==> src/rtl/clt_pkg.sv <==
// Package for the command line tokenizer: character codes, field widths,
// default sizes and the parse state type. No dependencies.
package clt_pkg;

	localparam int LINE_BYTES_DEF = 64;
	localparam int ARGS_MAX_DEF   = 16;

	localparam int BYTE_W  = 8;
	localparam int POS_W   = 6;
	localparam int INDEX_W = 5;

	localparam logic [BYTE_W-1:0] CH_CR    = 8'd13;
	localparam logic [BYTE_W-1:0] CH_SPACE = 8'd32;
	localparam logic [BYTE_W-1:0] CH_NUL   = 8'd0;

	typedef enum logic [2:0] {
		PS_IDLE = 3'b001,
		PS_WORD = 3'b010,
		PS_GAP  = 3'b100
	} parse_state_t;

endpackage

==> src/rtl/clt_byte_if.sv <==
// Console byte channel of the command line tokenizer.
// Depends on clt_pkg for the byte width.
interface clt_byte_if
	import clt_pkg::*;
();
	logic              valid;
	logic              ready;
	logic [BYTE_W-1:0] rx_byte;

	modport source (output valid, output rx_byte, input ready);
	modport sink   (input valid, input rx_byte, output ready);
endinterface

==> src/rtl/clt_token_if.sv <==
// Result channel of the command line tokenizer: echo, line store write,
// argument mark and end of line report. Depends on clt_pkg for widths.
interface clt_token_if
	import clt_pkg::*;
();
	logic               valid;
	logic               ready;
	logic [BYTE_W-1:0]  echo_byte;
	logic               store_valid;
	logic [POS_W-1:0]   store_pos;
	logic [BYTE_W-1:0]  store_byte;
	logic               token_start;
	logic [INDEX_W-1:0] arg_index;
	logic               line_end;
	logic               line_full;
	logic [INDEX_W-1:0] arg_count;
	logic [POS_W-1:0]   line_length;

	modport source (output valid, output echo_byte, output store_valid, output store_pos,
		output store_byte, output token_start, output arg_index, output line_end,
		output line_full, output arg_count, output line_length, input ready);
	modport sink (input valid, input echo_byte, input store_valid, input store_pos,
		input store_byte, input token_start, input arg_index, input line_end,
		input line_full, input arg_count, input line_length, output ready);
endinterface

==> src/rtl/command_line_tokenizer.sv <==
// Command line tokenizer top level: input register, parse logic and result register.
// Depends on clt_pkg, clt_byte_if and clt_token_if.
//
//  channel   modport  payload                              beats
//  console   sink     rx_byte                              one per received byte
//  token     source   echo, store write, mark, line report zero or one per byte
//
// A byte is accepted every cycle unless token stalls; it is held in the input register.
// The parse state and the result register are updated in the same cycle from the
// input register, so a byte can follow the previous one in the next cycle.
// Control bytes are consumed from the input register without a result beat.
// A stall on token holds the result register and, behind it, any non-control input byte.
// arst_n clears the parse state, the counters and both valid flags.
module command_line_tokenizer
	import clt_pkg::*;
#(
	parameter int LINE_BYTES = LINE_BYTES_DEF,
	parameter int ARGS_MAX   = ARGS_MAX_DEF
) (
	input  logic              clk,
	input  logic              arst_n,
	clt_byte_if.sink          console,
	clt_token_if.source       token
);

	localparam int PW = $clog2(LINE_BYTES);
	localparam int AW = $clog2(ARGS_MAX + 1);
	localparam logic [PW-1:0] POS_LAST = PW'(LINE_BYTES - 1);
	localparam logic [AW-1:0] ARG_TOP  = AW'(ARGS_MAX);

	logic              valid_s1;
	logic [BYTE_W-1:0] byte_s1;

	parse_state_t      state_q, state_d;
	logic [AW-1:0]     arg_q, arg_d;
	logic [PW-1:0]     wpos_q, wpos_d;

	logic              out_valid_q;
	logic              drop, advance, full, is_cr, is_space;
	logic [AW-1:0]     arg_inc, arg_done;
	logic [AW+INDEX_W-1:0] arg_wide, cnt_wide;
	logic [PW+POS_W-1:0]   pos_wide;

	logic               sv, ts, le, lf;
	logic [BYTE_W-1:0]  sb;

	assign is_cr    = (byte_s1 == CH_CR);
	assign is_space = (byte_s1 == CH_SPACE);
	// Bytes below space and bytes with the top bit set count as control, except CR.
	assign drop     = ((byte_s1 < CH_SPACE) || byte_s1[BYTE_W-1]) && !is_cr;
	assign full     = (wpos_q == POS_LAST);
	assign advance  = valid_s1 && (drop || !out_valid_q || token.ready);

	assign console.ready = !valid_s1 || advance;

	assign arg_inc  = (arg_q < ARG_TOP) ? arg_q + AW'(1) : ARG_TOP;
	assign arg_done = (state_q == PS_WORD) ? arg_inc : arg_q;

	always_comb begin
		state_d = state_q;
		arg_d   = arg_q;
		wpos_d  = wpos_q;
		sv = 1'b0;
		sb = CH_NUL;
		ts = 1'b0;
		le = 1'b0;
		lf = 1'b0;
		if (full || is_cr) begin
			sv = 1'b1;
			le = 1'b1;
			lf = full;
			state_d = PS_IDLE;
			arg_d   = '0;
			wpos_d  = '0;
		end else if (state_q == PS_WORD) begin
			if (is_space) begin
				state_d = PS_GAP;
				arg_d   = arg_inc;
			end
			sv = 1'b1;
			sb = byte_s1;
			wpos_d = wpos_q + PW'(1);
		end else if (!is_space) begin
			ts = 1'b1;
			state_d = PS_WORD;
			sv = 1'b1;
			sb = byte_s1;
			wpos_d = wpos_q + PW'(1);
		end
	end

	// Zero-extend before masking so narrow counters still fill the fixed fields.
	assign arg_wide = {{INDEX_W{1'b0}}, arg_q};
	assign cnt_wide = {{INDEX_W{1'b0}}, arg_done};
	assign pos_wide = {{POS_W{1'b0}}, wpos_q};

	always_ff @(posedge clk or negedge arst_n) begin
		if (!arst_n) begin
			valid_s1 <= 1'b0;
		end else if (console.ready) begin
			valid_s1 <= console.valid;
		end
	end

	always_ff @(posedge clk) begin
		if (console.ready && console.valid) begin
			byte_s1 <= console.rx_byte;
		end
	end

	always_ff @(posedge clk or negedge arst_n) begin
		if (!arst_n) begin
			state_q <= PS_IDLE;
			arg_q   <= '0;
			wpos_q  <= '0;
		end else if (advance && !drop) begin
			state_q <= state_d;
			arg_q   <= arg_d;
			wpos_q  <= wpos_d;
		end
	end

	always_ff @(posedge clk or negedge arst_n) begin
		if (!arst_n) begin
			out_valid_q <= 1'b0;
		end else if (advance && !drop) begin
			out_valid_q <= 1'b1;
		end else if (token.ready) begin
			out_valid_q <= 1'b0;
		end
	end

	always_ff @(posedge clk) begin
		if (advance && !drop) begin
			token.echo_byte   <= byte_s1;
			token.store_valid <= sv;
			token.store_pos   <= sv ? pos_wide[POS_W-1:0] : '0;
			token.store_byte  <= sb;
			token.token_start <= ts;
			token.arg_index   <= ts ? arg_wide[INDEX_W-1:0] : '0;
			token.line_end    <= le;
			token.line_full   <= lf;
			token.arg_count   <= le ? cnt_wide[INDEX_W-1:0] : '0;
			token.line_length <= le ? pos_wide[POS_W-1:0] : '0;
		end
	end

	assign token.valid = out_valid_q;

	a_wpos_range: assert property (@(posedge clk) disable iff (!arst_n)
		wpos_q <= POS_LAST)
		else $error("write position beyond the last store slot");

	a_arg_range: assert property (@(posedge clk) disable iff (!arst_n)
		arg_q <= ARG_TOP)
		else $error("argument counter above its saturation value");

	a_line_reset: assert property (@(posedge clk) disable iff (!arst_n)
		(advance && !drop && (full || is_cr)) |=>
			(wpos_q == '0 && arg_q == '0 && state_q == PS_IDLE))
		else $error("parse state not cleared after end of line");

	a_end_term: assert property (@(posedge clk) disable iff (!arst_n)
		(token.valid && token.line_end) |->
			(token.store_valid && token.store_byte == CH_NUL &&
			 token.store_pos == token.line_length))
		else $error("end of line beat without terminator write");

	a_no_overrun: assert property (@(posedge clk) disable iff (!arst_n)
		(out_valid_q && !token.ready) |=> (out_valid_q && $stable(token.echo_byte)))
		else $error("result register overwritten while stalled");

endmodule

==> src/flat_wrapper.sv <==
// flat-port wrapper written by rule: the top's interface ports become plain ports
module command_line_tokenizer_flat import clt_pkg::*;
#(
	parameter int LINE_BYTES = LINE_BYTES_DEF,
	parameter int ARGS_MAX   = ARGS_MAX_DEF
)
  (clk, arst_n, console_valid, console_rx_byte, console_ready, token_valid, token_echo_byte, token_store_valid, token_store_pos, token_store_byte, token_token_start, token_arg_index, token_line_end, token_line_full, token_arg_count, token_line_length, token_ready);
  clt_byte_if console_i ();
  clt_token_if token_i ();
  input  logic clk;
  input  logic arst_n;
  input wire logic [$bits(console_i.valid)-1:0] console_valid;
  input wire logic [$bits(console_i.rx_byte)-1:0] console_rx_byte;
  output wire logic [$bits(console_i.ready)-1:0] console_ready;
  output wire logic [$bits(token_i.valid)-1:0] token_valid;
  output wire logic [$bits(token_i.echo_byte)-1:0] token_echo_byte;
  output wire logic [$bits(token_i.store_valid)-1:0] token_store_valid;
  output wire logic [$bits(token_i.store_pos)-1:0] token_store_pos;
  output wire logic [$bits(token_i.store_byte)-1:0] token_store_byte;
  output wire logic [$bits(token_i.token_start)-1:0] token_token_start;
  output wire logic [$bits(token_i.arg_index)-1:0] token_arg_index;
  output wire logic [$bits(token_i.line_end)-1:0] token_line_end;
  output wire logic [$bits(token_i.line_full)-1:0] token_line_full;
  output wire logic [$bits(token_i.arg_count)-1:0] token_arg_count;
  output wire logic [$bits(token_i.line_length)-1:0] token_line_length;
  input wire logic [$bits(token_i.ready)-1:0] token_ready;
  assign console_i.valid = console_valid;
  assign console_i.rx_byte = console_rx_byte;
  assign console_ready = console_i.ready;
  assign token_valid = token_i.valid;
  assign token_echo_byte = token_i.echo_byte;
  assign token_store_valid = token_i.store_valid;
  assign token_store_pos = token_i.store_pos;
  assign token_store_byte = token_i.store_byte;
  assign token_token_start = token_i.token_start;
  assign token_arg_index = token_i.arg_index;
  assign token_line_end = token_i.line_end;
  assign token_line_full = token_i.line_full;
  assign token_arg_count = token_i.arg_count;
  assign token_line_length = token_i.line_length;
  assign token_i.ready = token_ready;
  command_line_tokenizer #(.LINE_BYTES(LINE_BYTES), .ARGS_MAX(ARGS_MAX)) u_core (.clk(clk), .arst_n(arst_n), .console(console_i), .token(token_i));
endmodule
==> config.mk <==
export PLATFORM = sky130hd
export DESIGN_NAME = command_line_tokenizer_flat
export DESIGN_NICKNAME = d
export VERILOG_FILES = /design/src/rtl/clt_pkg.sv /design/src/rtl/clt_byte_if.sv /design/src/rtl/clt_token_if.sv /design/src/rtl/command_line_tokenizer.sv /design/src/flat_wrapper.sv
export SDC_FILE = /design/constraint.sdc
export NUM_CORES = 1
export LEC_CHECK = 0
export BUFFER_PORTS_ARGS = -buffer_cell sky130_fd_sc_hd__buf_2
export CAP_MARGIN = 5
export CORE_MARGIN = 4
export CORE_UTILIZATION = 49
export DETAILED_ROUTE_END_ITERATION = 12
export PLACE_DENSITY_LB_ADDON = 0.1
export SLEW_MARGIN = 10
export SYNTH_ARGS = -nofsm -noshare
export SYNTH_HDL_FRONTEND = slang
export SYNTH_SLANG_ARGS = --single-unit
==> constraint.sdc <==
create_clock -name clk -period 2.4 [get_ports clk]
set_input_delay 0.24 -clock clk [delete_from_list [all_inputs] [get_ports clk]]
set_output_delay 0.24 -clock clk [all_outputs]
set_load 0.01 [all_outputs]
==> flow_summary.json <==
{
  "clk_pin_slew_worst_paths_ns": 0.07,
  "grt_pass1_wl_um": 8680,
  "reg2reg_from": "u_core.byte_s1[5]$_DFFE_PP_",
  "yosys-top-cells-count": "50 x edfxtp_1, 15 x dfrtp_1, 14 x and2_1",
  "worstSetupEndpointType": "primary output",
  "htreeDepth": 3,
  "synth-main-ff-cell": "edfxtp_1",
  "drt_drc_violations_left": 0,
  "setup_violations": 0,
  "ir_drop_mv": 0.5193,
  "hold_viol_final": 0,
  "cts_made_buffers": 9,
  "grt_pass1_vias": 1809,
  "synth_warnings": 0,
  "routedWlPerCell_um": 14.59,
  "antenna_found_initial": 0,
  "startpoint_type": "register",
  "viasPerCell": 5.172,
  "yosysMostFrequentCell": "edfxtp_1",
  "drtAntennaViolNets": 0,
  "syn_avg_cell_area_um2": 13.96,
  "fin_util_pct": 60.48,
  "core_region_area_um2": 5540,
  "cts_max_path_buffers": 2,
  "tightestPinTransition_ns": 0.6180,
  "grt_usage_pct": 15.73,
  "rsz0062_at_grt": "no",
  "hold_path.class": "primary input to register",
  "chipWidth_um": 83.66,
  "finalWorstSetupSlack_ns": 0.2624,
  "timing.final.crit_share_pct": 89.07,
  "layout-drive-gt1-share_pct": 32.47,
  "arrival_ns": 1.90,
  "yosysTopAreaCellShare_pct": 53.52,
  "synth_enable_flop_cells": 50,
  "layout.nets": 280,
  "crit_type": "register to primary output",
  "crit_path_start": "u_core.byte_s1[5]$_DFFE_PP_",
  "finClkSkew_ns": 0.006109,
  "post-route-min-period_ns": 2.138,
  "fmax_mhz": 467.8,
  "p_total_mw": 2.423,
  "port_buffers": 55,
  "cts_tree": "built",
  "ys_ff_latch": 66,
  "grt_overflow": 0,
  "wirelength_um": 5003,
  "clock_latency_ns": 0.33,
  "areaGrowthSynthToFinish_pct": 19.45,
  "syn_area_um2": 2805,
  "critPathRequiredTime_ns": 2.16,
  "drv_cap": 0,
  "syn_inst": 201,
  "hold_slack_ns": 0.07795,
  "n_antenna_cell": 0,
  "place_ws_ns": 0.1570,
  "cpMaxStageDelayCell": "edfxtp_1",
  "hp-start": "console_rx_byte[7]",
  "async_flop_share_pct": 24.24,
  "rows": 27,
  "ios": 56,
  "cpPeakStageDelay_ns": 0.47,
  "hpwl_um": 3480,
  "yosysSeqAreaShare_pct": 67.84,
  "yosys.area.top_type": "edfxtp_1",
  "dieHeight_um": 83.66,
  "leakage_nw": 1.294,
  "die-area_um2": 6999,
  "numClockSinks": 66,
  "drv_slew": 0,
  "nFillCells": 481,
  "maxSlewHeadroom_pct": 58.48,
  "initial_core_util_pct": 50.63,
  "gp_congestion": 0.8222,
  "power.density_nw_per_um2": 723.2,
  "cp_cell_sequence": "nand4b_4, o31ai_4, nand2_1, or2_2, buf_2",
  "worst-r2r-setup-slack_ns": 0.27,
  "synthesis.nets": 215,
  "crit_fanout": 6,
  "cts_setup_buffers": 0,
  "drt-pass1-iter-count": 4,
  "cts_root_buf": "clkbuf_8",
  "synth_area_leaders": "edfxtp_1 54%, dfrtp_1 13%, and2_1 3.1%, nor2b_1 2.9%, nand2_1 1.7%",
  "drt_iter0_drc": 126,
  "tns_ns": 0,
  "grt_max_degree": 32,
  "vias": 1774,
  "ys_types": 48,
  "status": "completed"
}
[layer usage]
metal	vias up	GRT usage, %	part of all wire (%)
met1	851	19.13	44
met2	44	25.60	49
met3	9	5.035	5.5
met5	-	0	0
li1	870	-	-
met4	0	7.018	1.9
[power by group]
| part | leakage, nW | internal [mW] | switching [mW] |
|---|---|---|---|
| combinational | 0.552 | 0.116 | 0.152 |
| clock | 0.0796 | 0.361 | 0.383 |
| sequential | 0.662 | 1.33 | 0.0825 |
| total | 1.29 | 1.81 | 0.617 |
[critical path: cells and delay by family (launching register included)]
family,cells,cell delay [ns]
AO/OA/AOI/OAI,1,0.28
buffers and inverters,1,0.14
AND/OR/NAND/NOR,3,0.68
flip-flops,1,0.47
[registers in the layout, indices dropped and copies added (netlist names)]
name	cells
u_core.arg_q	5
u_core.byte_s1	8
u_core.state_q	3
u_core.token.arg_count	5
u_core.token.arg_index	5
u_core.token.echo_byte	8
u_core.token.line_end	1
u_core.token.line_full	1
u_core.token.line_length	6
u_core.token.store_byte	8
u_core.token.store_pos	6
u_core.token.store_valid	1
u_core.token.token_start	1
u_core.token.valid	1
u_core.valid_s1	1
u_core.wpos_q	6
[cell families (layout without fill, tap and decap cells)]
| kind of cell | count (synthesis) | after routing | share of synthesized area, % |
|---|---|---|---|
| AO/OA/AOI/OAI | 35 | 35 | 8.697 |
| XOR/XNOR | 1 | 1 | 0.3123 |
| adder cells (fa/ha/maj) | 2 | 2 | 0.8919 |
| buffers and inverters | 9 | 79 | 1.606 |
| flip-flops | 66 | 66 | 67.84 |
| AND/OR/NAND/NOR | 88 | 88 | 20.65 |
[layout by cell type, fill, tap and decap left out, drive strengths merged]
master | Yosys | final
buf | 4 | 59
nor4 | 2 | 2
or4 | 1 | 1
or3b | 1 | 1
and3b | 1 | 1
inv | 3 | 2
o21a | 1 | 1
and2 | 14 | 14
o21ai | 10 | 10
nand3 | 9 | 9
clkinv | 0 | 5
nand4b | 1 | 1
nor2 | 16 | 16
nand2 | 13 | 13
or2 | 1 | 1
a21o | 2 | 2
nand2b | 5 | 5
a41oi | 1 | 1
xor2 | 1 | 1
clkbuf | 2 | 11
edfxtp | 50 | 50
nand4 | 1 | 1
nor3b | 1 | 1
a22o | 5 | 5
nor3 | 3 | 3
and3 | 1 | 1
dlygate4sd3 | 0 | 1
clkinvlp | 0 | 1
dfrtp | 15 | 15
nor4b | 1 | 1
a2bb2oi | 1 | 1
nor2b | 13 | 13
nand3b | 1 | 1
o41ai | 1 | 1
or4b | 2 | 2
o31ai | 5 | 5
or3 | 1 | 1
dfstp | 1 | 1
a21oi | 9 | 9
ha | 2 | 2
[stage by stage]
step / cells / instance area [um2]
2_1_floorplan: 201 / 2809
3_3_place_gp: 326 / 3183
3_5_place_dp: 326 / 3183
6_report: 343 / 3351
5_1_grt: 343 / 3351
4_1_cts: 343 / 3346
[path summary, 6_finish.rpt]
path,end,cells past startpoint
max in group asynchronous,u_core.state_q[0]$_DFFE_PN1P_,2
hold / removal,u_core.byte_s1[7]$_DFFE_PP_,1
setup / recovery,console_ready,5
min in group asynchronous,u_core.wpos_q[5]$_DFFE_PN0P_,2
hold reg to reg,u_core.state_q[0]$_DFFE_PN1P_,2
setup reg to reg,u_core.wpos_q[0]$_DFFE_PN0P_,7
[what timing repair did]
| action | 4_1_cts | 5_1_grt |
|---|---|---|
| endpoints found under the hold margin | 15 | 0 |
| gates resized for setup | 0 | 1 |
| hold buffers | 1 | 0 |
| setup endpoints to repair | 0 | 3 |
[cell type report]
class	instances	area, um2	share of cell area, %
flip-flops and latches	66	1903	56.80
multi-input cells	126	862.1	25.73
repair buffers	60	327.8	9.783
clock buffers	11	131.4	3.921
well taps	72	90.09	2.689
clock inverters	5	21.27	0.6348
inverters	3	15.01	0.4481
No activity file was read; power rests on OpenSTA's default activity.
